===== src/rtl/core/lpg_pkg.sv =====
// Package for the line pixel generator: widths, sequencer states and
// control struct. No dependencies.
package lpg_pkg;

   // Tile coordinate width and fixed field widths on the ports
   localparam int LPG_COORD_BITS    = 5;
   localparam int LPG_FIELD_BITS    = 5;
   localparam int LPG_REQ_DATA_BITS = 24;
   localparam int LPG_RSP_DATA_BITS = 16;

   // Sequencer states
   typedef enum logic {
      WALK_IDLE,
      WALK_EMIT
   } walk_state_type;

   // Kind of segment being walked
   typedef enum logic [1:0] {
      MODE_VERT,
      MODE_HORZ,
      MODE_DIAG
   } line_mode_type;

   // Control from the sequencer to the datapath
   typedef struct packed {
      logic idle;
      logic load;
      logic emit;
      logic step_x;
      logic step_y;
   } walk_ctrl_type;

endpackage


===== src/rtl/core/line_pixel_generator_core.sv =====
// Line pixel generator core: one segment in, its pixel run out.
// Uses lpg_pkg, lpg_seq and lpg_err_unit.
//
// Takes one segment (start and end point inside a square tile of side
// 2**COORD_BITS, coordinates masked to COORD_BITS) and streams the pixels
// covering it, one result per cycle while rsp_tready is high, the final one marked by rsp_tlast.
// Vertical segments and single points come out in ascending y, horizontal
// segments in ascending x, all others are walked from the start point
// column by column with row steps in between. A segment gives |dx|+|dy|+1
// pixels, at most 63: the block takes the request, then gives one pixel per
// cycle while rsp_tready is high, set by the single error-term adder that
// decides each step. A new request is taken only after the final pixel has
// been accepted.
module line_pixel_generator_core #(
   parameter int COORD_BITS = lpg_pkg::LPG_COORD_BITS
) (
   input  logic                                   clock,
   input  logic                                   reset,
   // req_tdata: x_start[4:0], y_start[9:5], x_end[14:10], y_end[19:15], zero
   input  logic [lpg_pkg::LPG_REQ_DATA_BITS-1:0]  req_tdata,
   input  logic                                   req_tvalid,
   output logic                                   req_tready,
   // rsp_tdata: pixel_x[4:0], pixel_y[9:5], zero; last_pixel on rsp_tlast
   output logic [lpg_pkg::LPG_RSP_DATA_BITS-1:0]  rsp_tdata,
   output logic                                   rsp_tlast,
   output logic                                   rsp_tvalid,
   input  logic                                   rsp_tready
);
   import lpg_pkg::*;

   localparam int ErrBits = COORD_BITS + 2;

   walk_ctrl_type ctrl;

   // Request fields, masked to the tile
   logic [COORD_BITS-1:0] x_start;
   logic [COORD_BITS-1:0] y_start;
   logic [COORD_BITS-1:0] x_end;
   logic [COORD_BITS-1:0] y_end;
   logic                  x_neg;
   logic                  y_neg;

   // Walk registers
   logic [COORD_BITS-1:0]      x_cur_ff, x_cur_in;
   logic [COORD_BITS-1:0]      y_cur_ff, y_cur_in;
   logic [COORD_BITS-1:0]      x_tgt_ff, x_tgt_in;
   logic [COORD_BITS-1:0]      y_tgt_ff, y_tgt_in;
   logic [COORD_BITS-1:0]      dx_ff, dx_in;
   logic [COORD_BITS-1:0]      dy_ff, dy_in;
   logic                       x_neg_ff, x_neg_in;
   logic                       y_neg_ff, y_neg_in;
   line_mode_type              mode_ff, mode_in;
   logic signed [ErrBits-1:0]  err_ff, err_in;

   logic signed [ErrBits-1:0]  err_sum;
   logic                       err_pos;
   logic                       pixel_last;

   assign x_start = req_tdata[0 +: COORD_BITS];
   assign y_start = req_tdata[LPG_FIELD_BITS +: COORD_BITS];
   assign x_end   = req_tdata[2*LPG_FIELD_BITS +: COORD_BITS];
   assign y_end   = req_tdata[3*LPG_FIELD_BITS +: COORD_BITS];
   assign x_neg   = x_end < x_start;
   assign y_neg   = y_end < y_start;

   // Current pixel is the last once both coordinates reach the end point
   assign pixel_last = (x_cur_ff == x_tgt_ff) && (y_cur_ff == y_tgt_ff);

   lpg_seq u_seq (
      .clock      (clock),
      .reset      (reset),
      .req_tvalid (req_tvalid),
      .rsp_tready (rsp_tready),
      .pixel_last (pixel_last),
      .vertical   (mode_ff == MODE_VERT),
      .err_pos    (err_pos),
      .ctrl       (ctrl)
   );

   lpg_err_unit #(
      .COORD_BITS (COORD_BITS)
   ) u_err (
      .err     (err_ff),
      .delta_x (dx_ff),
      .delta_y (dy_ff),
      .sub_dx  (ctrl.step_y),
      .err_sum (err_sum),
      .err_pos (err_pos)
   );

   // Load a new segment or step the current one
   always_comb begin
      x_cur_in = x_cur_ff;
      y_cur_in = y_cur_ff;
      x_tgt_in = x_tgt_ff;
      y_tgt_in = y_tgt_ff;
      dx_in    = dx_ff;
      dy_in    = dy_ff;
      x_neg_in = x_neg_ff;
      y_neg_in = y_neg_ff;
      mode_in  = mode_ff;
      err_in   = err_ff;
      if (ctrl.load) begin
         dx_in  = x_neg ? x_start - x_end : x_end - x_start;
         dy_in  = y_neg ? y_start - y_end : y_end - y_start;
         err_in = '0;
         if (x_start == x_end) begin
            // Vertical or single point: ascending y
            mode_in  = MODE_VERT;
            x_cur_in = x_start;
            x_tgt_in = x_start;
            y_cur_in = y_neg ? y_end : y_start;
            y_tgt_in = y_neg ? y_start : y_end;
            x_neg_in = 1'b0;
            y_neg_in = 1'b0;
         end else if (y_start == y_end) begin
            // Horizontal: ascending x
            mode_in  = MODE_HORZ;
            x_cur_in = x_neg ? x_end : x_start;
            x_tgt_in = x_neg ? x_start : x_end;
            y_cur_in = y_start;
            y_tgt_in = y_start;
            x_neg_in = 1'b0;
            y_neg_in = 1'b0;
         end else begin
            // General: walk from the start point
            mode_in  = MODE_DIAG;
            x_cur_in = x_start;
            x_tgt_in = x_end;
            y_cur_in = y_start;
            y_tgt_in = y_end;
            x_neg_in = x_neg;
            y_neg_in = y_neg;
         end
      end else if (ctrl.step_y) begin
         y_cur_in = y_neg_ff ? y_cur_ff - COORD_BITS'(1) : y_cur_ff + COORD_BITS'(1);
         err_in   = err_sum;
      end else if (ctrl.step_x) begin
         x_cur_in = x_neg_ff ? x_cur_ff - COORD_BITS'(1) : x_cur_ff + COORD_BITS'(1);
         err_in   = err_sum;
      end
   end

   // Payload registers, no reset needed
   always_ff @(posedge clock) begin
      x_cur_ff <= x_cur_in;
      y_cur_ff <= y_cur_in;
      x_tgt_ff <= x_tgt_in;
      y_tgt_ff <= y_tgt_in;
      dx_ff    <= dx_in;
      dy_ff    <= dy_in;
      x_neg_ff <= x_neg_in;
      y_neg_ff <= y_neg_in;
      mode_ff  <= mode_in;
      err_ff   <= err_in;
   end

   // Drive the channels; take no request while in reset
   assign req_tready = ctrl.idle && !reset;
   assign rsp_tvalid = ctrl.emit;
   assign rsp_tlast  = pixel_last;

   always_comb begin
      rsp_tdata = '0;
      rsp_tdata[0 +: LPG_FIELD_BITS]              = LPG_FIELD_BITS'(x_cur_ff);
      rsp_tdata[LPG_FIELD_BITS +: LPG_FIELD_BITS] = LPG_FIELD_BITS'(y_cur_ff);
   end

endmodule


===== src/rtl/core/lpg_err_unit.sv =====
// Shared error-term adder of the line walker: adds |dy| on a column step,
// subtracts |dx| on a row step, and flags a positive error. Uses lpg_pkg.
module lpg_err_unit #(
   parameter int COORD_BITS = lpg_pkg::LPG_COORD_BITS
) (
   input  logic signed [COORD_BITS+1:0] err,
   input  logic        [COORD_BITS-1:0] delta_x,
   input  logic        [COORD_BITS-1:0] delta_y,
   input  logic                         sub_dx,
   output logic signed [COORD_BITS+1:0] err_sum,
   output logic                         err_pos
);
   import lpg_pkg::*;

   logic signed [COORD_BITS+1:0] dx_ext;
   logic signed [COORD_BITS+1:0] dy_ext;
   logic signed [COORD_BITS+1:0] operand;

   // Select the operand and add
   always_comb begin
      dx_ext  = signed'({2'b00, delta_x});
      dy_ext  = signed'({2'b00, delta_y});
      operand = sub_dx ? -dx_ext : dy_ext;
      err_sum = err + operand;
   end

   // Error above zero means the row lags the exact line: take a row step
   assign err_pos = !err[COORD_BITS+1] && (|err);

endmodule


===== src/rtl/core/lpg_seq.sv =====
// Sequencer of the line pixel generator: takes a request when idle, then
// steps one pixel per accepted result until the end point. Uses lpg_pkg.
module lpg_seq (
   input  logic                   clock,
   input  logic                   reset,
   input  logic                   req_tvalid,
   input  logic                   rsp_tready,
   input  logic                   pixel_last,
   input  logic                   vertical,
   input  logic                   err_pos,
   output lpg_pkg::walk_ctrl_type ctrl
);
   import lpg_pkg::*;

   walk_state_type state_ff;
   walk_state_type state_in;
   logic           advance;

   // Next state
   always_comb begin
      state_in = state_ff;
      unique case (state_ff)
         WALK_IDLE: begin
            if (req_tvalid) state_in = WALK_EMIT;
         end
         WALK_EMIT: begin
            if (rsp_tready && pixel_last) state_in = WALK_IDLE;
         end
         default: state_in = WALK_IDLE;
      endcase
   end

   always_ff @(posedge clock) begin
      if (reset) begin
         state_ff <= WALK_IDLE;
      end else begin
         state_ff <= state_in;
      end
   end

   // Outputs: advance to the next pixel once the current one is taken
   always_comb begin
      ctrl    = '0;
      advance = 1'b0;
      unique case (state_ff)
         WALK_IDLE: begin
            ctrl.idle = 1'b1;
            ctrl.load = req_tvalid;
         end
         WALK_EMIT: begin
            ctrl.emit   = 1'b1;
            advance     = rsp_tready && !pixel_last;
            ctrl.step_y = advance && (vertical || err_pos);
            ctrl.step_x = advance && !(vertical || err_pos);
         end
         default: ctrl = '0;
      endcase
   end

endmodule


===== config.mk =====
export PLATFORM = sky130hd
export DESIGN_NAME = line_pixel_generator_core
export DESIGN_NICKNAME = d
export VERILOG_FILES = /design/src/rtl/core/lpg_pkg.sv /design/src/rtl/core/line_pixel_generator_core.sv /design/src/rtl/core/lpg_err_unit.sv /design/src/rtl/core/lpg_seq.sv
export SDC_FILE = /design/constraint.sdc
export NUM_CORES = 1
export LEC_CHECK = 0
export ABC_AREA = 0
export BUFFER_PORTS_ARGS = -buffer_cell sky130_fd_sc_hd__buf_2
export CAP_MARGIN = 0
export CORE_MARGIN = 10
export CORE_UTILIZATION = 49
export CTS_CLUSTER_DIAMETER = 120
export DETAILED_ROUTE_END_ITERATION = 6
export PLACE_DENSITY = 0.77
export RECOVER_POWER = 100
export SYNTH_ARGS = -nofsm -noshare
export SYNTH_HDL_FRONTEND = slang
export SYNTH_HIERARCHICAL = 1
export SYNTH_SLANG_ARGS = --single-unit
export TNS_END_PERCENT = 100

===== constraint.sdc =====
create_clock -name clock -period 3.5 [get_ports clock]
set_input_delay 0.175 -clock clock [delete_from_list [all_inputs] [get_ports clock]]
set_output_delay 0.175 -clock clock [all_outputs]
set_load 0.05 [all_outputs]

==> results of run 1 <==
kinds of logic after synthesis:
family | synth area share
AO/OA/AOI/OAI | 0.149
AND/OR/NAND/NOR | 0.111
buffers and inverters | 0.0641
flip-flops | 0.350
adder cells (fa/ha/maj) | 0.156
XOR/XNOR | 0.0831
multiplexers | 0.0856
other | 0.00111
flip-flops by register name, summed over array words and instances (netlist names), 2 cells and up:
register	flops
y_cur_ff	5
y_tgt_ff	5
dy_ff	5
dx_ff	5
x_tgt_ff	5
err_ff	7
x_cur_ff	5
mode_ff	2
per-layer routing:
metal | GRT usage | vias to the layer above
li1 | - | 1257
met1 | 0.185 | 1222
met2 | 0.238 | 59
met3 | 0.0261 | 8
met4 | 0.0460 | 0
met5 | 0 | -
cells in the mapped netlist, drive strengths merged:
cell	number	share of area
or3	2	0.0037
a21boi	3	0.0067
nor3	5	0.0089
xor2	10	0.026
nand3	4	0.0074
a21oi	33	0.050
or2b	1	0.0026
nand2b	1	0.0019
and3	2	0.0037
o22ai	2	0.0037
o41ai	1	0.0082
o211ai	1	0.0022
nand2	13	0.014
o21a	4	0.0089
o2111ai	1	0.0026
a311oi	1	0.0026
and2	1	0.0019
fa	7	0.042
a32oi	2	0.0052
inv	35	0.039
ha	31	0.11
clkbuf	4	0.0044
xnor2	22	0.057
buf	10	0.021
o21ai	18	0.027
conb	1	0.0011
or2	4	0.0074
nor4	5	0.016
and2b	1	0.0026
edfxtp	34	0.30
o221ai	2	0.0052
nor2	25	0.028
mux2	7	0.023
mux2i	21	0.062
a211oi	1	0.0022
o21bai	1	0.0022
nand4	2	0.0037
dfxtp	8	0.047
a21o	10	0.022
nor2b	5	0.0093
how the worst max path moves through the flow:
stage                     startpoint                endpoint  slack, ps  cells past startpoint
2_1_floorplan  y_cur_ff[0]$_DFFE_PP_  err_ff[6]$_SDFFE_PP0P_       -160                     14
4_1_cts        x_cur_ff[0]$_DFFE_PP_  err_ff[6]$_SDFFE_PP0P_        310                     13
3_3_place_gp   x_cur_ff[0]$_DFFE_PP_  err_ff[6]$_SDFFE_PP0P_        400                     13
6_report                req_tdata[3]   y_tgt_ff[4]$_DFFE_PP_        250                      8
5_1_grt        x_cur_ff[0]$_DFFE_PP_  err_ff[5]$_SDFFE_PP0P_         40                     13
3_5_place_dp   x_cur_ff[0]$_DFFE_PP_  err_ff[6]$_SDFFE_PP0P_        310                     13
critical path: stages:
cell      delay (ps)
clkbuf_1         120
inv_1             70
ha_1             440
nand3_1          210
or2_0            290
nor4_1          1330
or2b_2           330
mux2_1           340
power by group through the flow:
stage | logic (mW) | clock network, mW | registers [mW]
floorplan | 0.660 | 0 | 0.847
global placement | 0.929 | 0 | 0.758
detailed placement | 0.963 | 0 | 0.763
CTS | 0.970 | 0.343 | 0.752
global route | 1.05 | 0.369 | 0.768
finish | 0.952 | 0.339 | 0.753
layout make-up:
class | count | share of cell area
clock buffer | 6 | 0.0224
tap | 80 | 0.0271
sequential | 42 | 0.320
clock inverter | 2 | 0.00339
timing repair buffer | 40 | 0.0495
multi-input combinational | 255 | 0.542
inverter | 35 | 0.0356
==> impl_metrics.csv, run 1 <==
group,metric,value,unit
sta,slew_viol_final,53,
die,num_rows,30,
place,globalplace.congestion,0.933,
clock_tree,cts-resized-gates,0,
clock_tree,cts_buffers,5,
sta,fin_hold_ws,37.8,ps
critical_path,startpoint_type,"input port",
sta,worst_pin_slew,1630,ps
die,core-area,6760,um^2
clock_tree,cts_setup_buffers,0,
place,place_area,3660,um^2
detailed_routing,route.antenna.remaining_nets,0,
final_layout,fin_util,0.547,
pwr,p_int,1.20,mW
detailed_routing,wl_per_cell,16.2,um
pwr,peakVddDrop,0.285,mV
place,numPlacedInstances,452,
critical_path,worstPathArrival,3310,ps
sta,rsz0062_at_grt,"no",
final_layout,multi_input_area,2000,um^2
final_layout,final_cell_mix,"inv_1, edfxtp_1, a21oi_1, ha_1, nor2_1",
critical_path,worstPathRequired,3560,ps
die,die_height,103,um
sta,finClkSkew,7.26,ps
clock_tree,clk_latency,300,ps
clock_tree,cts_max_level,2,
critical_path,path_class,"in2reg",
job,cap_viol_max_count,2,
detailed_routing,drt_iter0_drc,132,
final_layout,syn_to_final_growth,9.45,%
hold_path,min_path_type,"in2reg",
sta,min_period,3250,ps
sta,slew_headroom,-0.0986,
detailed_routing,vias,2546,
hold_path,whs_path_depth,2,
critical_path,r2r_cells,13,
logic_synthesis,synth_area,3370,um^2
logic_synthesis,yosysSeqAreaShare,0.350,
global_routing,grt_pass1_vias,2556,
final_layout,antenna_cells,0,
final_layout,fillers,610,
die,initial_core_util,0.499,
critical_path,r2r_setup_slack,270,ps
die,die_x,103,um
logic_synthesis,synthDistinctLibCells,49,
sta,setup_ws,248,ps
logic_synthesis,synth-seq-cells,42,
die,ioPinCount,47,
clock_tree,holdBufCountCts,0,
pwr,p_sw,0.844,mW
final_layout,drive_gt1_frac,0.118,
clock_tree,cts_root_buffer,"clkbuf_8",
final_layout,final_nets,445,
hold_path,min-delay-start,"reset",
global_routing,overflow,0,
clock_tree,clockBufferDepth,2,
clock_tree,cts_sinks,42,
detailed_routing,wl_met3,295,um
clock_tree,clkTransAtPathRegs,90,ps
detailed_routing,drc,0,
detailed_routing,wl_met1,3.38,mm
global_routing,grt_pass1_wl,12.2,mm
critical_path,r2r_start,"x_cur_ff[0]$_DFFE_PP_",
run_status,outcome,"complete, but fails checks",
pwr,p_comb_frac,0.466,
critical_path,crit_path_end_kind,"flip-flop",
pwr,p_leak,1.57,nW
hold_path,min_to,"u_seq/state_ff$_SDFF_PP0_",
global_routing,grtUsageTotal,0.144,
clock_tree,cts_tree,"yes",
run_status,violations,"capacitance limit, slew limit",
detailed_routing,dr_wl_met2,3.69,mm
pwr,p_per_area,553,nW/um^2
detailed_routing,dr.pass1.iters,4,
place,place_hpwl,5.81,mm
sta,post-route-period-util,0.929,
pwr,p_seq_frac,0.368,
final_layout,regArea,1180,um^2
detailed_routing,drt_wl_total,7.46,mm
logic_synthesis,netlist_instances,341,
place,port-buffer-count,36,
detailed_routing,avgViaCountPerCell,5.53,
sta,final_hold_viol_count,0,
final_layout,fin_area,3690,um^2
pwr,pwr-share-clk,0.166,
die,dieArea,10600,um^2
sta,fmax,0.308,GHz
detailed_routing,routed.top_layer,"met4",
global_routing,antenna_found_initial,0,
critical_path,rr_endpoint,"err_ff[5]$_SDFFE_PP0P_",
logic_synthesis,syn_avg_cell_area,9.90,um^2
logic_synthesis,ys_warn_count,6,
place,post-place-ws,314,ps
critical_path,worst-path-max-fanout,9,
sta,setup_viol,0,
pwr,p_sw_frac,0.413,
pwr,power.total,2.04,mW
final_layout,final_cells,460,
sta,fin_tns_setup,0,ps
global_routing,grt_max_degree,43,
Power figures use the tool's default switching activity.
==> run 2, diff against run 1 <==
--- a/config.mk
+++ b/config.mk
@@ -16,6 +16,5 @@
 export RECOVER_POWER = 100
 export SYNTH_ARGS = -nofsm -noshare
 export SYNTH_HDL_FRONTEND = slang
-export SYNTH_HIERARCHICAL = 1
 export SYNTH_SLANG_ARGS = --single-unit
 export TNS_END_PERCENT = 100
==> impl_metrics.csv, run 2 <==
group,metric,value,unit
run_status,outcome,"complete, but fails checks",
run_status,violations,"capacitance limit, slew limit",
logic_synthesis,yosysSeqAreaShare,0.359,
logic_synthesis,synth_edf_count,34,
sta,rsz0062_at_grt,"no",
final_layout,regMostFlops,"err_ff",
detailed_routing,dr.pass1.iters,5,
final_layout,fin_area,3620,um^2
clock_tree,clkTransAtPathRegs,80,ps
sta,worst_pin_slew,2540,ps
final_layout,fin_util,0.563,
clock_tree,clockBufferDepth,2,
logic_synthesis,netlist_instances,314,
critical_path,worstPathArrival,3380,ps
clock_tree,clk_latency,300,ps
global_routing,grt_pass1_wl,11.0,mm
die,ioPinCount,47,
pwr,p_seq_frac,0.382,
place,place_hpwl,5.54,mm
detailed_routing,wl_per_cell,15.9,um
clock_tree,cts_sinks,42,
pwr,p_sw,0.626,mW
global_routing,antenna_found_initial,0,
logic_synthesis,synthDistinctLibCells,44,
place,port-buffer-count,36,
sta,slew_headroom,-0.700,
detailed_routing,drt_iter0_drc,136,
clock_tree,cts_max_level,2,
clock_tree,holdBufCountCts,0,
detailed_routing,avgViaCountPerCell,5.22,
final_layout,syn_to_final_growth,9.93,%
logic_synthesis,ys_warn_count,0,
die,num_rows,29,
critical_path,startpoint_type,"flip-flop",
logic_synthesis,synthTopCellsByCount,"inv_1, edfxtp_1, mux2i_1",
critical_path,worst-path-max-fanout,6,
final_layout,layout_commonest_cell,"inv_1",
clock_tree,cts_setup_buffers,0,
die,initial_core_util,0.512,
final_layout,final_cell_mix,"inv_1, edfxtp_1, mux2i_1, ha_1, a21oi_1",
pwr,p_sw_frac,0.347,
global_routing,grtUsageTotal,0.131,
die,dieArea,10400,um^2
logic_synthesis,synth-seq-cells,42,
logic_synthesis,synth_top_area_frac,0.310,
critical_path,worstPathRequired,3680,ps
critical_path,crit_path_end_kind,"flip-flop",
clock_tree,cts_tree,"yes",
logic_synthesis,async_flop_share,0,
logic_synthesis,yosysMostFrequentCell,"inv_1",
pwr,peakVddDrop,0.179,mV
final_layout,antenna_cells,0,
logic_synthesis,yosysTopAreaCell,"edfxtp_1",
sta,setup_viol,0,
final_layout,largest_reg_flops,7,
sta,finClkSkew,5.62,ps
place,place_area,3560,um^2
die,die_x,102,um
clock_tree,cts_buffers,5,
pwr,pwr-share-clk,0.253,
global_routing,grt_pass1_vias,2348,
sta,min_period,3200,ps
logic_synthesis,synth.area.top_cells,"edfxtp_1, ha_1, mux2i_1",
logic_synthesis,syn_avg_cell_area,10.5,um^2
final_layout,final_nets,419,
pwr,power.total,1.80,mW
sta,setup_ws,296,ps
global_routing,overflow,0,
sta,post-route-period-util,0.915,
pwr,p_per_area,499,nW/um^2
final_layout,drive_gt1_frac,0.121,
sta,final_hold_viol_count,0,
detailed_routing,vias,2250,
critical_path,path_class,"reg2reg",
logic_synthesis,synth_flop_cell,"edfxtp_1",
sta,slew_viol_final,35,
pwr,p_int,1.18,mW
detailed_routing,drt_wl_total,6.83,mm
pwr,p_comb_frac,0.366,
job,cap_viol_max_count,1,
detailed_routing,route.antenna.remaining_nets,0,
sta,fmax,0.312,GHz
logic_synthesis,synth_area,3290,um^2
global_routing,grt_max_degree,35,
detailed_routing,drc,0,
place,globalplace.congestion,0.958,
clock_tree,cts-resized-gates,0,
hold_path,min_path_type,"in2reg",
pwr,p_leak,1.60,nW
die,core-area,6420,um^2
sta,fin_tns_setup,0,ps
die,die_height,102,um
place,post-place-ws,327,ps
clock_tree,cts_root_buffer,"clkbuf_8",
[run 2: cell type report]
cell class | instances | area [um^2]
Fill cell | 565 | 2810
Multi-Input combinational cell | 228 | 1880
Sequential cell | 42 | 1180
Timing Repair Buffer | 38 | 174
Inverter | 38 | 143
Tap cell | 77 | 96.3
Clock buffer | 5 | 68.8
Clock inverter | 3 | 68.8
[run 2: final timing paths]
path         slack [ps]  depth (start not counted)                         to              startpoint
max reg2reg         300                         14     err_ff[6]$_SDFFE_PP0P_   y_cur_ff[2]$_DFFE_PP_
max                 300                         14     err_ff[6]$_SDFFE_PP0P_   y_cur_ff[2]$_DFFE_PP_
min                  60                          2  u_seq.state_ff$_SDFF_PP0_                   reset
min reg2reg         490                          2     err_ff[5]$_SDFFE_PP0P_  err_ff[5]$_SDFFE_PP0P_
[run 2: stage by stage]
stage               cells  hold slack (ps)
floorplan             319              247
global placement      423              355
detailed placement    423              366
CTS                   431             50.0
global route          431             50.4
finish                431             57.8
[run 2: power groups by stage]
stage          Sequential, mW  Clock [mW]  Combinational [mW]
2_1_floorplan           0.767           0               0.458
4_1_cts                 0.687       0.463               0.679
5_1_grt                 0.696       0.482               0.723
3_5_place_dp            0.698           0               0.676
3_3_place_gp            0.696           0               0.652
6_report                0.688       0.455               0.660
[run 2: kinds of logic after synthesis]
family / after synthesis / synth area share
adder cells (fa/ha/maj): 38 / 0.161
multiplexers: 39 / 0.128
other: 1 / 0.00114
AND/OR/NAND/NOR: 60 / 0.100
XOR/XNOR: 32 / 0.0852
buffers and inverters: 49 / 0.0643
AO/OA/AOI/OAI: 53 / 0.101
flip-flops: 42 / 0.359
[run 2: worst max-delay path, stage by stage (launching register included)]
cell	delay, ps
edfxtp_1	430
xnor2_1	190
nand4_1	160
nor4_4	50
or2_4	260
nor2_2	290
mux2_4	350
ha_4	170
fa_2	380
a211oi_2	210
o21bai_1	100
a21oi_1	150
xnor2_1	110
o21ai_1	130
o31ai_1	90
[run 2: metal layers]
layer  track usage  wire length [um]  vias up
met3        0.0182               251        7
met4        0.0510               116        0
met1         0.156              3040     1056
met2         0.232              3430       44
met5             0                 0        -
li1              -                 -     1143
==> run 3, diff against run 2 <==
--- a/config.mk
+++ b/config.mk
@@ -13,7 +13,6 @@
 export CTS_CLUSTER_DIAMETER = 120
 export DETAILED_ROUTE_END_ITERATION = 6
 export PLACE_DENSITY = 0.77
-export RECOVER_POWER = 100
 export SYNTH_ARGS = -nofsm -noshare
 export SYNTH_HDL_FRONTEND = slang
 export SYNTH_SLANG_ARGS = --single-unit
==> impl_metrics.csv, run 3 (synthesized netlist as in run 2, its figures left out) <==
group,metric,value,unit
detailed_routing,drc,0,
die,ioPinCount,47,
clock_tree,cts_root_buffer,"clkbuf_8",
die,initial_core_util,0.512,
hold_path,min_path_type,"in2reg",
clock_tree,holdBufCountCts,0,
final_layout,drive_gt1_frac,0.192,
place,post-place-ws,327,ps
sta,worst_pin_slew,844,ps
final_layout,fin_util,0.576,
critical_path,worst-path-buf-inv,0,
detailed_routing,avgViaCountPerCell,5.22,
global_routing,grtUsageTotal,0.131,
sta,setup_viol,0,
detailed_routing,drt_iter0_drc,137,
die,die_height,102,um
sta,min_period,3160,ps
clock_tree,cts_setup_buffers,0,
critical_path,cp_cell_sequence,"xnor2_1 > nand4_1 > nor4_4 > or2_4 > nor2_4 > mux2_4 > ha_4 > fa_2 > a211oi_2 > o21bai_1 > a21oi_1 > xnor2_1 > o21ai_1 > o31ai_1",
place,place_hpwl,5.54,mm
detailed_routing,route.antenna.remaining_nets,0,
clock_tree,clkTransAtPathRegs,80,ps
clock_tree,cts_max_level,2,
global_routing,grt_pass1_vias,2348,
die,num_rows,29,
sta,final_hold_viol_count,0,
pwr,power.total,1.82,mW
final_layout,regMostFlops,"err_ff",
final_layout,syn_to_final_growth,12.5,%
critical_path,worst-path-max-fanout,6,
sta,fin_hold_ws,58.2,ps
die,die_x,102,um
detailed_routing,wl_per_cell,15.6,um
critical_path,path_common_cell,"xnor2_1",
global_routing,grt_max_degree,35,
sta,post-route-period-util,0.903,
clock_tree,clockBufferDepth,2,
job,cap_viol_max_count,0,
final_layout,antenna_cells,0,
sta,slew_headroom,0.436,
sta,setup_ws,338,ps
critical_path,startpoint_type,"flip-flop",
die,core-area,6420,um^2
critical_path,crit_path_max_incr_delay,460,ps
run_status,outcome,"finished clean",
global_routing,antenna_found_initial,0,
critical_path,worstPathArrival,3340,ps
critical_path,crit_path_end_kind,"flip-flop",
sta,finClkSkew,5.98,ps
pwr,p_leak,1.68,nW
final_layout,final_nets,419,
pwr,peakVddDrop,0.179,mV
global_routing,grt_pass1_wl,11.0,mm
final_layout,layout_commonest_cell,"inv_1",
critical_path,worstPathRequired,3680,ps
pwr,p_per_area,492,nW/um^2
place,globalplace.congestion,0.958,
detailed_routing,vias,2249,
detailed_routing,dr.pass1.iters,4,
critical_path,path_class,"reg2reg",
sta,rsz0062_at_grt,"no",
final_layout,largest_reg_flops,7,
critical_path,cp_slowest_cell,"edfxtp_1",
sta,fmax,0.316,GHz
global_routing,overflow,0,
final_layout,final_cell_mix,"inv_1, buf_2, edfxtp_1, mux2i_1, ha_1",
clock_tree,clk_latency,300,ps
clock_tree,cts_sinks,42,
clock_tree,cts_buffers,5,
sta,slew_viol_final,0,
critical_path,worst_path_dominant_cell_family,"simple AND/OR/NAND/NOR gates",
sta,fin_tns_setup,0,ps
detailed_routing,drt_wl_total,6.73,mm
clock_tree,cts_tree,"yes",
die,dieArea,10400,um^2
place,port-buffer-count,36,
clock_tree,cts-resized-gates,0,
==> run 3: per-stage QoR <==
stage	cells	instance area (um^2)
floorplan	319	3330
global placement	423	3560
detailed placement	423	3560
CTS	431	3700
global route	431	3700
finish	431	3700
==> run 3: cell type report <==
class	count	area, um^2
fillers	549	2720
multi-input cells	228	1950
repair buffers	38	195
clock inverters	3	68.8
flip-flops and latches	42	1180
inverters	38	143
well taps	77	96.3
clock buffers	5	68.8
==> run 3: path summary, 6_finish.rpt <==
path,from,to,slack [ps],cells past startpoint
setup / recovery,y_cur_ff[1]$_DFFE_PP_,err_ff[6]$_SDFFE_PP0P_,340,14
hold reg to reg,err_ff[6]$_SDFFE_PP0P_,err_ff[6]$_SDFFE_PP0P_,490,1
hold / removal,reset,u_seq.state_ff$_SDFF_PP0_,60,2
setup reg to reg,y_cur_ff[1]$_DFFE_PP_,err_ff[6]$_SDFFE_PP0P_,340,14
==> run 3: worst reg2reg max path, cell delays in order, from the launching register on <==
cell      delay (ps)
edfxtp_1         460
xnor2_1          220
nand4_1          180
nor4_4           260
or2_4            200
nor2_4            70
mux2_4           330
ha_4             170
fa_2             390
a211oi_2         210
o21bai_1         100
a21oi_1          150
xnor2_1          100
o21ai_1          130
o31ai_1           80
==> run 3: metal layers <==
layer / global-route usage / vias up / wire, um
met5: 0 / - / 0
met4: 0.0510 / 0 / 143
met1: 0.156 / 1052 / 3060
li1: - / 1144 / -
met2: 0.232 / 42 / 3330
met3: 0.0182 / 11 / 197
==> run 3: power by group <==
part	switching [mW]	internal (mW)	total, mW
sequential	0.0565	0.630	0.687
combinational	0.405	0.273	0.678
clock	0.169	0.286	0.455
total	0.631	1.19	1.82
